File: config.mk
export PLATFORM = sky130hd
export DESIGN_NAME = per_breath_oxygen_valve_tuner_top
export DESIGN_NICKNAME = d
export VERILOG_FILES = /design/src/design/pbovt_pkg.sv /design/src/design/pbovt_ctrl.sv /design/src/design/pbovt_dp.sv /design/src/design/per_breath_oxygen_valve_tuner_top.sv
export VERILOG_INCLUDE_DIRS = /design/src /design/src/design
export SDC_FILE = /design/constraint.sdc
export NUM_CORES = 2
export LEC_CHECK = 0
export BUFFER_PORTS_ARGS = -buffer_cell sky130_fd_sc_hd__buf_2
export CORE_AREA = 2 2 310 343
export CTS_CLUSTER_DIAMETER = 60
export DETAILED_ROUTE_END_ITERATION = 7
export DIE_AREA = 0 0 312 345
export PLACE_DENSITY_LB_ADDON = 0.08
export SYNTH_ARGS = -nofsm -noshare
export SYNTH_HDL_FRONTEND = slang
export SYNTH_SLANG_ARGS = --single-unit
File: constraint.sdc
create_clock -name clk -period 9.9 [get_ports clk]
set_input_delay 0.99 -clock clk [delete_from_list [all_inputs] [get_ports clk]]
set_output_delay 0.99 -clock clk [all_outputs]
set_load 0.005 [all_outputs]
File: src/design/per_breath_oxygen_valve_tuner_top_assert.svh
// Assertion macros for the per-breath oxygen valve tuner.
// Included by the modules that carry concurrent assertions; needs clk and rst_n in scope.
`ifndef PER_BREATH_OXYGEN_VALVE_TUNER_TOP_ASSERT_SVH
`define PER_BREATH_OXYGEN_VALVE_TUNER_TOP_ASSERT_SVH

// Checked only while the block is out of reset.
`define PBOVT_ASSERT(lbl, prop, msg) \
  lbl: assert property (@(posedge clk) disable iff (!rst_n) prop) else $error(msg);

// Checked at every edge, reset included.
`define PBOVT_ASSERT_ALWAYS(lbl, prop, msg) \
  lbl: assert property (@(posedge clk) prop) else $error(msg);

`endif

File: src/design/pbovt_pkg.sv
// Shared types and constants for the per-breath oxygen valve tuner.
// No dependencies; imported by the controller, the datapath and the top level.
package pbovt_pkg;

  localparam int VALVE_BITS_DEF = 12;
  localparam int VALVE_CFG_W    = 12;
  localparam int STEP_W         = 10;
  localparam int PCT_W          = 7;
  localparam int FLOW_W         = 8;
  localparam int CHK_W          = 4;
  localparam int BC_W           = 4;
  localparam int STREAK_W       = 2;
  localparam int CFG_IDX_W      = 3;
  localparam int CFG_DATA_W     = 12;
  localparam int DRIVE_W        = 12;

  localparam int P1_W    = 17;
  localparam int P2_W    = 24;
  localparam int RECIP_W = 25;
  localparam int PROD_W  = P2_W + RECIP_W;
  localparam int Q_W     = 10;

  localparam logic [RECIP_W-1:0] RECIP_30000 = 25'd18325194;
  localparam int                 RECIP_SHIFT = 39;
  localparam logic [8:0]         VOL_SCALE   = 9'd300;
  localparam logic [8:0]         K_LOW_FIO2  = 9'd200;
  localparam logic [8:0]         K_HIGH_FIO2 = 9'd230;
  localparam logic [PCT_W-1:0]   FIO2_K_SWITCH = 7'd80;
  localparam logic [PCT_W-1:0]   FIO2_AMBIENT  = 7'd21;
  localparam logic [PCT_W-1:0]   BAND_SMALL    = 7'd2;
  localparam logic [PCT_W-1:0]   BAND_MID      = 7'd4;
  localparam logic [BC_W-1:0]    BREATH_SAT    = 4'd13;
  localparam logic [BC_W-1:0]    BOOST_BREATH  = 4'd10;
  localparam logic [CHK_W-1:0]   CHECK_LIMIT   = 4'd4;
  localparam logic [FLOW_W-1:0]  FLOW_MIN      = 8'd2;
  localparam logic [FLOW_W-1:0]  FLOW_MAX      = 8'd255;

  localparam logic              DEF_BLEND   = 1'b0;
  localparam logic [FLOW_W-1:0] DEF_PEAK_FLOW = 8'd60;
  localparam logic [STEP_W-1:0] DEF_STEP_SMALL = 10'd10;
  localparam logic [STEP_W-1:0] DEF_STEP_MID   = 10'd20;
  localparam logic [STEP_W-1:0] DEF_STEP_LARGE = 10'd40;
  localparam logic [STEP_W-1:0] DEF_BOOST      = 10'd40;
  localparam logic [VALVE_CFG_W-1:0] DEF_CEILING = 12'd3300;
  localparam logic [VALVE_CFG_W-1:0] DEF_FLOOR   = 12'd1400;

  typedef enum logic [CFG_IDX_W-1:0] {
    CFG_BLEND_METHOD  = 3'd0,
    CFG_PEAK_FLOW     = 3'd1,
    CFG_STEP_SMALL    = 3'd2,
    CFG_STEP_MID      = 3'd3,
    CFG_STEP_LARGE    = 3'd4,
    CFG_BOOST_STEP    = 3'd5,
    CFG_VALVE_CEILING = 3'd6,
    CFG_VALVE_FLOOR   = 3'd7
  } cfg_idx_t;

  typedef enum logic [2:0] {
    ST_IDLE,
    ST_MUL2,
    ST_MUL3,
    ST_COMMIT
  } state_t;

  typedef struct packed {
    logic capture;
    logic mul2;
    logic mul3;
    logic commit;
  } dp_cmd_t;

endpackage

File: src/design/pbovt_ctrl.sv
// Sequencing controller for the per-breath oxygen valve tuner.
// Depends on pbovt_pkg and the assertion macro header.
`include "per_breath_oxygen_valve_tuner_top_assert.svh"

module pbovt_ctrl (
  input  logic              clk,
  input  logic              rst_n,
  input  logic              in_valid,
  output logic              in_ready,
  output logic              out_valid,
  input  logic              out_ready,
  output pbovt_pkg::dp_cmd_t cmd
);
  import pbovt_pkg::*;

  state_t state_r, state_nxt;
  logic   out_valid_r, out_valid_nxt;
  logic   out_free;

  assign out_free  = !out_valid_r || out_ready;
  assign out_valid = out_valid_r;

  always_comb begin
    state_nxt = state_r;
    unique case (state_r)
      ST_IDLE: begin
        if (in_valid) begin
          state_nxt = ST_MUL2;
        end
      end
      ST_MUL2: begin
        state_nxt = ST_MUL3;
      end
      ST_MUL3: begin
        state_nxt = ST_COMMIT;
      end
      ST_COMMIT: begin
        if (out_free) begin
          state_nxt = ST_IDLE;
        end
      end
      default: begin
        state_nxt = ST_IDLE;
      end
    endcase
  end

  always_comb begin
    in_ready    = 1'b0;
    cmd         = '0;
    unique case (state_r)
      ST_IDLE: begin
        in_ready    = 1'b1;
        cmd.capture = in_valid;
      end
      ST_MUL2: begin
        cmd.mul2 = 1'b1;
      end
      ST_MUL3: begin
        cmd.mul3 = 1'b1;
      end
      ST_COMMIT: begin
        cmd.commit = out_free;
      end
      default: begin
        in_ready = 1'b0;
      end
    endcase
  end

  always_comb begin
    if (cmd.commit) begin
      out_valid_nxt = 1'b1;
    end else if (out_ready) begin
      out_valid_nxt = 1'b0;
    end else begin
      out_valid_nxt = out_valid_r;
    end
  end

  always_ff @(posedge clk) begin
    if (!rst_n) begin
      state_r     <= ST_IDLE;
      out_valid_r <= 1'b0;
    end else begin
      state_r     <= state_nxt;
      out_valid_r <= out_valid_nxt;
    end
  end

  `PBOVT_ASSERT(a_accept_starts_work, (in_valid && in_ready) |=> (state_r == ST_MUL2),
    "accepted transfer did not start the multiply sequence")
  `PBOVT_ASSERT(a_commit_sets_valid, cmd.commit |=> out_valid_r,
    "committed result not presented")
  `PBOVT_ASSERT(a_commit_never_overwrites, cmd.commit |-> (!out_valid_r || out_ready),
    "result overwritten while receiver stalls")
  `PBOVT_ASSERT(a_stall_holds_commit,
    (state_r == ST_COMMIT && out_valid_r && !out_ready) |=> (state_r == ST_COMMIT),
    "commit state left while output register busy")
  `PBOVT_ASSERT_ALWAYS(a_reset_clears, !rst_n |=> (state_r == ST_IDLE && !out_valid_r),
    "reset did not clear controller")

endmodule

File: src/design/pbovt_dp.sv
// Datapath of the per-breath oxygen valve tuner: configuration, flow target
// multiplies, valve tuning state and result registers. Depends on pbovt_pkg.
module pbovt_dp #(
  parameter int VALVE_BITS = pbovt_pkg::VALVE_BITS_DEF
) (
  input  logic                                clk,
  input  logic                                rst_n,
  input  pbovt_pkg::dp_cmd_t                  cmd,
  input  logic                                cfg_we,
  input  logic [pbovt_pkg::CFG_IDX_W-1:0]     cfg_index,
  input  logic [pbovt_pkg::CFG_DATA_W-1:0]    cfg_wdata,
  input  logic                                in_mode,
  input  logic [pbovt_pkg::PCT_W-1:0]         in_fio2_set,
  input  logic [pbovt_pkg::PCT_W-1:0]         in_o2_measured,
  input  logic [pbovt_pkg::FLOW_W-1:0]        in_mean_flow,
  input  logic [pbovt_pkg::CHK_W-1:0]         in_check_count,
  input  logic [pbovt_pkg::VALVE_CFG_W-1:0]   in_valve_load,
  output logic [pbovt_pkg::DRIVE_W-1:0]       out_valve_drive,
  output logic [pbovt_pkg::FLOW_W-1:0]        out_target_flow,
  output logic                                out_flow_updated,
  output logic                                out_tuning_active,
  output logic [pbovt_pkg::FLOW_W-1:0]        out_held_flow
);
  import pbovt_pkg::*;

  localparam int SUM_W = ((VALVE_BITS > STEP_W) ? VALVE_BITS : STEP_W) + 1;
  localparam int LIM_W = (VALVE_BITS > VALVE_CFG_W) ? VALVE_BITS : VALVE_CFG_W;

  typedef logic [VALVE_BITS-1:0] valve_t;
  typedef logic [SUM_W-1:0]      sum_t;
  typedef logic [LIM_W-1:0]      lim_t;

  localparam valve_t VALVE_MAX = '1;

  logic                   cfg_blend_r;
  logic [FLOW_W-1:0]      cfg_peak_flow_r;
  logic [STEP_W-1:0]      cfg_step_small_r, cfg_step_mid_r, cfg_step_large_r, cfg_boost_r;
  logic [VALVE_CFG_W-1:0] cfg_ceiling_r, cfg_floor_r;

  logic                   mode_r;
  logic [PCT_W-1:0]       fio2_r, ach_r;
  logic [FLOW_W-1:0]      avg_r;
  logic [CHK_W-1:0]       chk_r;
  logic [VALVE_CFG_W-1:0] load_r;

  logic [8:0]         fk;
  logic [P1_W-1:0]    p1_nxt, p1_r;
  logic [P2_W-1:0]    p2_r;
  logic [PROD_W-1:0]  prod;
  logic [Q_W-1:0]     q_r;

  valve_t                valve_r, valve_nxt;
  logic [BC_W-1:0]       bc_r, bc_nxt, bc_inc;
  logic [STREAK_W-1:0]   low_r, low_nxt, high_r, high_nxt, low_adv, high_adv;
  logic [FLOW_W-1:0]     flow_r, flow_nxt, latch_r, latch_nxt, flow_q;
  logic                  updated;

  valve_t            ceil_lim, floor_lim, boosted, up_val, dn_val, tuned;
  sum_t              boost_sum, up_sum;
  logic              is_low, is_high, low_fire, high_fire, active_f;
  logic [PCT_W-1:0]  err_pct;
  logic [STEP_W-1:0] step;

  logic [DRIVE_W-1:0] drive_r;
  logic               upd_r, tune_r;

  always_ff @(posedge clk) begin
    if (!rst_n) begin
      cfg_blend_r      <= DEF_BLEND;
      cfg_peak_flow_r  <= DEF_PEAK_FLOW;
      cfg_step_small_r <= DEF_STEP_SMALL;
      cfg_step_mid_r   <= DEF_STEP_MID;
      cfg_step_large_r <= DEF_STEP_LARGE;
      cfg_boost_r      <= DEF_BOOST;
      cfg_ceiling_r    <= DEF_CEILING;
      cfg_floor_r      <= DEF_FLOOR;
    end else if (cfg_we) begin
      unique case (cfg_idx_t'(cfg_index))
        CFG_BLEND_METHOD:  cfg_blend_r      <= cfg_wdata[0];
        CFG_PEAK_FLOW:     cfg_peak_flow_r  <= cfg_wdata[FLOW_W-1:0];
        CFG_STEP_SMALL:    cfg_step_small_r <= cfg_wdata[STEP_W-1:0];
        CFG_STEP_MID:      cfg_step_mid_r   <= cfg_wdata[STEP_W-1:0];
        CFG_STEP_LARGE:    cfg_step_large_r <= cfg_wdata[STEP_W-1:0];
        CFG_BOOST_STEP:    cfg_boost_r      <= cfg_wdata[STEP_W-1:0];
        CFG_VALVE_CEILING: cfg_ceiling_r    <= cfg_wdata[VALVE_CFG_W-1:0];
        CFG_VALVE_FLOOR:   cfg_floor_r      <= cfg_wdata[VALVE_CFG_W-1:0];
        default: cfg_blend_r <= cfg_blend_r;
      endcase
    end
  end

  // Both methods share one chain: volume uses avg * 300 so the final divide is by 30000.
  assign fk = 9'(in_fio2_set) + ((in_fio2_set >= FIO2_K_SWITCH) ? K_HIGH_FIO2 : K_LOW_FIO2);
  assign p1_nxt = cfg_blend_r ? (P1_W'(in_mean_flow) * P1_W'(VOL_SCALE))
                              : (P1_W'(fk) * P1_W'(cfg_peak_flow_r));
  assign prod = PROD_W'(p2_r) * PROD_W'(RECIP_30000);

  always_ff @(posedge clk) begin
    if (cmd.capture) begin
      mode_r <= in_mode;
      fio2_r <= in_fio2_set;
      ach_r  <= in_o2_measured;
      avg_r  <= in_mean_flow;
      chk_r  <= in_check_count;
      load_r <= in_valve_load;
      p1_r   <= p1_nxt;
    end
    if (cmd.mul2) begin
      p2_r <= P2_W'(p1_r) * P2_W'(fio2_r - FIO2_AMBIENT);
    end
    if (cmd.mul3) begin
      q_r <= prod[RECIP_SHIFT +: Q_W];
    end
  end

  assign ceil_lim  = (lim_t'(cfg_ceiling_r) > lim_t'(VALVE_MAX)) ? VALVE_MAX
                                                                 : valve_t'(cfg_ceiling_r);
  assign floor_lim = (lim_t'(cfg_floor_r) > lim_t'(VALVE_MAX)) ? VALVE_MAX
                                                               : valve_t'(cfg_floor_r);

  assign bc_inc    = (bc_r >= BREATH_SAT) ? BREATH_SAT : bc_r + 4'd1;
  assign boost_sum = sum_t'(valve_r) + sum_t'(cfg_boost_r);
  assign boosted   = (bc_inc != BOOST_BREATH) ? valve_r :
                     (boost_sum > sum_t'(VALVE_MAX)) ? VALVE_MAX : valve_t'(boost_sum);

  assign is_low  = (8'(ach_r) + 8'd1) < 8'(fio2_r);
  assign is_high = ach_r > fio2_r;
  assign err_pct = is_low ? (fio2_r - ach_r) : (ach_r - fio2_r);
  assign step    = (err_pct <= BAND_SMALL) ? cfg_step_small_r :
                   (err_pct <= BAND_MID)   ? cfg_step_mid_r   : cfg_step_large_r;

  assign up_sum = sum_t'(boosted) + sum_t'(step);
  assign up_val = (up_sum > sum_t'(VALVE_MAX)) ? VALVE_MAX : valve_t'(up_sum);
  assign dn_val = (sum_t'(boosted) > sum_t'(step)) ? valve_t'(sum_t'(boosted) - sum_t'(step))
                                                   : '0;

  assign low_adv   = low_r + 2'd1;
  assign high_adv  = high_r + 2'd1;
  assign low_fire  = low_adv > 2'd1;
  assign high_fire = high_adv > 2'd1;

  always_comb begin
    tuned = boosted;
    if (is_low) begin
      tuned = low_fire ? up_val : boosted;
      if (tuned >= ceil_lim) begin
        tuned = ceil_lim;
      end
    end else if (is_high) begin
      tuned = high_fire ? dn_val : boosted;
      if (tuned <= floor_lim) begin
        tuned = floor_lim;
      end
    end
  end

  assign flow_q = (q_r > Q_W'(FLOW_MAX)) ? FLOW_MAX :
                  (q_r <= Q_W'(FLOW_MIN)) ? FLOW_MIN : q_r[FLOW_W-1:0];

  assign active_f = fio2_r > FIO2_AMBIENT;

  always_comb begin
    valve_nxt = valve_r;
    bc_nxt    = bc_r;
    low_nxt   = low_r;
    high_nxt  = high_r;
    flow_nxt  = flow_r;
    latch_nxt = latch_r;
    updated   = 1'b0;
    if (mode_r) begin
      valve_nxt = valve_t'(load_r);
    end else if (active_f) begin
      bc_nxt = bc_inc;
      if (bc_inc >= BOOST_BREATH) begin
        valve_nxt = tuned;
        if (is_low) begin
          low_nxt  = low_fire ? '0 : low_adv;
          high_nxt = '0;
        end else if (is_high) begin
          high_nxt = high_fire ? '0 : high_adv;
          low_nxt  = '0;
        end
      end else begin
        valve_nxt = boosted;
        if (chk_r < CHECK_LIMIT) begin
          flow_nxt  = flow_q;
          latch_nxt = avg_r;
          updated   = 1'b1;
        end
      end
    end
  end

  always_ff @(posedge clk) begin
    if (!rst_n) begin
      valve_r <= '0;
      bc_r    <= '0;
      low_r   <= '0;
      high_r  <= '0;
      flow_r  <= '0;
      latch_r <= '0;
    end else if (cmd.commit) begin
      valve_r <= valve_nxt;
      bc_r    <= bc_nxt;
      low_r   <= low_nxt;
      high_r  <= high_nxt;
      flow_r  <= flow_nxt;
      latch_r <= latch_nxt;
    end
  end

  always_ff @(posedge clk) begin
    if (cmd.commit) begin
      drive_r <= active_f ? DRIVE_W'(valve_nxt) : '0;
      upd_r   <= updated;
      tune_r  <= bc_nxt >= BOOST_BREATH;
    end
  end

  assign out_valve_drive   = drive_r;
  assign out_target_flow   = flow_r;
  assign out_flow_updated  = upd_r;
  assign out_tuning_active = tune_r;
  assign out_held_flow     = latch_r;

endmodule

File: src/design/per_breath_oxygen_valve_tuner_top.sv
// Top level of the per-breath oxygen valve tuner.
// Instantiates pbovt_ctrl and pbovt_dp; depends on pbovt_pkg.
//
// One input transfer per breath. An item with mode 0 is the end-of-breath
// update: during the first nine breaths it recomputes the oxygen flow target
// while the check count is below four, at the tenth it adds the boost step to
// the valve value, and from the tenth on it nudges that value by a banded step
// after two low or two high breaths. An item with mode 1 loads the valve value.
// Each item yields one result. The flow target goes through three registered
// multiplies, the last by a reciprocal of 30000; in_ready is high only in
// idle, so no new item is taken before the last is committed. The result sits
// in an output register; while the receiver stalls the controller waits in its
// commit step and holds in_ready low, and no result is dropped. The user writes
// configuration registers through cfg_we, cfg_index and cfg_wdata only while
// the block is idle; the block does not enforce this. Synchronous reset loads
// the register defaults, clears the valve value, counters and flow target, and
// empties the output register.
module per_breath_oxygen_valve_tuner_top #(
  parameter int VALVE_BITS = pbovt_pkg::VALVE_BITS_DEF
) (
  input  logic                              clk,
  input  logic                              rst_n,
  input  logic                              cfg_we,
  input  logic [pbovt_pkg::CFG_IDX_W-1:0]   cfg_index,
  input  logic [pbovt_pkg::CFG_DATA_W-1:0]  cfg_wdata,
  input  logic                              in_valid,
  output logic                              in_ready,
  input  logic                              in_mode,
  input  logic [pbovt_pkg::PCT_W-1:0]       in_fio2_set,
  input  logic [pbovt_pkg::PCT_W-1:0]       in_o2_measured,
  input  logic [pbovt_pkg::FLOW_W-1:0]      in_mean_flow,
  input  logic [pbovt_pkg::CHK_W-1:0]       in_check_count,
  input  logic [pbovt_pkg::VALVE_CFG_W-1:0] in_valve_load,
  output logic                              out_valid,
  input  logic                              out_ready,
  output logic [pbovt_pkg::DRIVE_W-1:0]     out_valve_drive,
  output logic [pbovt_pkg::FLOW_W-1:0]      out_target_flow,
  output logic                              out_flow_updated,
  output logic                              out_tuning_active,
  output logic [pbovt_pkg::FLOW_W-1:0]      out_held_flow
);
  import pbovt_pkg::*;

  dp_cmd_t cmd;

  pbovt_ctrl u_ctrl (
    .clk       (clk),
    .rst_n     (rst_n),
    .in_valid  (in_valid),
    .in_ready  (in_ready),
    .out_valid (out_valid),
    .out_ready (out_ready),
    .cmd       (cmd)
  );

  pbovt_dp #(
    .VALVE_BITS (VALVE_BITS)
  ) u_dp (
    .clk                (clk),
    .rst_n              (rst_n),
    .cmd                (cmd),
    .cfg_we             (cfg_we),
    .cfg_index          (cfg_index),
    .cfg_wdata          (cfg_wdata),
    .in_mode            (in_mode),
    .in_fio2_set        (in_fio2_set),
    .in_o2_measured     (in_o2_measured),
    .in_mean_flow       (in_mean_flow),
    .in_check_count     (in_check_count),
    .in_valve_load      (in_valve_load),
    .out_valve_drive    (out_valve_drive),
    .out_target_flow    (out_target_flow),
    .out_flow_updated   (out_flow_updated),
    .out_tuning_active  (out_tuning_active),
    .out_held_flow      (out_held_flow)
  );

endmodule
==> flow_summary.toml <==
[run_status]
status = "finished clean"

[worst_setup_path]
cp-end-kind = "flip-flop"
r2r-end = "u_dp.out_valve_drive[0]"
worstSetupPathType = "flip-flop to flip-flop"
max_stage_delay_ps = 570
r2r_slack_ps = 1020
required_ps = 10260
worst_ep_arrival_time_ps = 9230
critPathSlowestCell = "o31ai_2"
cp_max_fo = 14
worstSetupStartpointType = "flip-flop"
rr_startpoint = "u_dp.ach_r[1]"
reg2reg_depth = 35
crit_start = "u_dp.ach_r[1]"

[timing]
rsz0062_at_grt = "no"
worst_pin_slew_ps = 1090
max_freq_mhz = 113
slew_viol_final = 0
finalSetupViolCount = 0
hold_viol_final = 0
finClkSkew_ps = 56.8
fin_crit_sh_pct = 89.7
finalSetupTns_ps = 0
min_period_ps = 8880
slew_headroom_pct = 26.6

[synthesis]
seq_area_frac_synth_pct = 17.1
synthArstFlopShare_pct = 0
netlist_area_um2 = 31100
synth.area.top_cells = "fa_1 (28%), ha_1 (19%), edfxtp_1 (9.9%)"
synth_top_area_share_pct = 28.1
synth_cell_type_count = 86
postSynthAreaPerCell_um2 = 9.40
ys.flop_type = "dfxtp_1"
synth_nets = 4271
synth_area_leader_cell = "fa_1"
yosys_register_bits = 214
synth_edf_count = 102
yosys_warnings = 0
syn_inst = 3306

[detailed_routing]
viasPerCell = 4.67
vias = 22400
drt-total-wl_mm = 90.7
wl_per_cell_um = 18.9
drcViolationCount = 0
drtIter0Drc = 951
dr.pass1.iters = 5
ant_nets = 0

[global_route]
grt_remaining_overflow = 0
grt_pass1_wl_mm = 142
grt_start_max_net_pins = 62
antenna_found_initial = 1
gr-usage-all-layers_pct = 16.9
grt_pass1_vias = 24000

[finish]
fill_cells = 11100
final_area_um2 = 34200
final_common_cell = "inv_1"
diodes = 0
seq_area_um2 = 5310
drive_gt1_share_pct = 6.63
multiInputGateArea_um2 = 23000
layout_common_cells = "inv_1 (631), ha_1 (469), fa_1 (437), nand2_1 (349), a21oi_1 (163)"
area_delta_synth_final_pct = 9.90
fin_nets = 4336
fin_util_pct = 32.7

[placement]
gp_congestion = 0.832
hpwl_mm = 74.9
portBuffers = 88
placed_cell_area_um2 = 33200

[hold_path]
worstHoldStart = "u_dp.cfg_ceiling_r[8]"
holdPathEnd = "u_dp.cfg_ceiling_r[8]"
whs_path_depth = 2
hold_class = "flip-flop to flip-flop"

[cts]
ctsHoldBuffers = 0
tritoncts = "built"
clkLatencyLatePin_ps = 640
clock_sinks = 214
clockBufferDepth = 3
post_cts_buffers = 0
htree_levels = 1
cts_resized = 0
cts_buffers = 30
cts-root-buf = "clkbuf_16"
clkTransAtPathRegs_ps = 60

[floorplan]
initial_core_util_pct = 29.8
die_h_um = 345
core_area_um2 = 104000
chipWidth_um = 312
pin_count = 91
die_area_um2 = 108000
rows = 125

[run]
maxCapViolCount = 0
Yosys cell counts, drive strengths merged (14+ instances only):
master and count:
o31ai 16, nand2b 24, nor2 123, a31oi 34, nor3 55, inv 632
and2 77, xnor2 63, a211oi 20, o21a 15, o21ai 94, and3 16
or3 14, xor2 33, a21oi 165, dfxtp 112, buf 20, o211ai 37
nand2 349, o21bai 14, nand3 73, ha 469, fa 437, clkbuf 68
nor2b 55, edfxtp 102, a21o 38
state kept, by name, summed over array words and instances, names as in the netlist, 4 cells and up:
register	cells
u_dp.cfg_step_large_r	10
u_dp.cfg_ceiling_r	12
u_dp.p1_r	17
u_dp.cfg_step_small_r	10
u_dp.out_valve_drive	12
u_dp.cfg_step_mid_r	10
u_dp.cfg_peak_flow_r	8
u_dp.avg_r	8
u_dp.bc_r	4
u_dp.fio2_r	7
u_dp.out_target_flow	8
u_dp.cfg_floor_r	12
u_dp.out_held_flow	8
u_dp.ach_r	7
u_dp.cfg_boost_r	10
u_dp.load_r	12
u_dp.p2_r	24
u_dp.valve_r	12
u_dp.q_r	10
cell type report:
type | count | area share (%)
Clock buffer | 41 | 2.56
Clock inverter | 14 | 0.392
Inverter | 632 | 6.95
Multi-Input combinational cell | 2372 | 67.4
Sequential cell | 214 | 15.5
Tap cell | 1397 | 5.12
Timing Repair Buffer | 121 | 2.01
kinds of logic (layout without fill, tap and decap cells):
kind of cell	count (synthesis)	in the layout	share of synthesized area, %
adder cells (fa/ha/maj)	906	906	47.0
AND/OR/NAND/NOR	822	822	12.4
buffers and inverters	720	808	8.84
AO/OA/AOI/OAI	537	537	11.6
flip-flops	214	214	17.1
XOR/XNOR	96	96	2.70
multiplexers	11	11	0.382
worst max-delay path: cells and delay by family, from the launching register on:
| kind | cells | cell delay, ps |
|---|---|---|
| buf+inv | 4 | 610 |
| compound gates | 16 | 4400 |
| flops | 1 | 490 |
| fa+ha+maj | 5 | 1460 |
| simple gates | 9 | 1450 |
| xor+xnor | 1 | 140 |
layer usage:
layer,global-route usage [%],up-vias,routed length (um)
met1,22.9,11100,42500
met5,0,-,0
met4,3.39,0,1670
li1,-,11000,-
met3,1.11,66,1870
met2,29.7,230,44600
through the flow:
| step | std cells | hold WS (ps) | setup slack [ps] |
|---|---|---|---|
| 5_1_grt | 4791 | 473 | 445 |
| 6_report | 4791 | 451 | 1020 |
| 3_5_place_dp | 4736 | 444 | 1100 |
| 2_1_floorplan | 3306 | 428 | 2610 |
| 4_1_cts | 4791 | 457 | 1060 |
| 3_3_place_gp | 4736 | 438 | 1100 |
worst max-delay path by stage:
stage                              end  slack, ps  depth (start not counted)
4_1_cts        u_dp.out_valve_drive[1]       1060                         35
2_1_floorplan  u_dp.out_valve_drive[1]       2610                         37
3_5_place_dp   u_dp.out_valve_drive[1]       1100                         35
6_report       u_dp.out_valve_drive[0]       1020                         35
5_1_grt        u_dp.out_valve_drive[1]        440                         35
3_3_place_gp   u_dp.out_valve_drive[1]       1100                         35
Power is left out: the tool's default activity adds up to more than one toggle a clock period on the data nets, which glitch-free logic cannot reach.
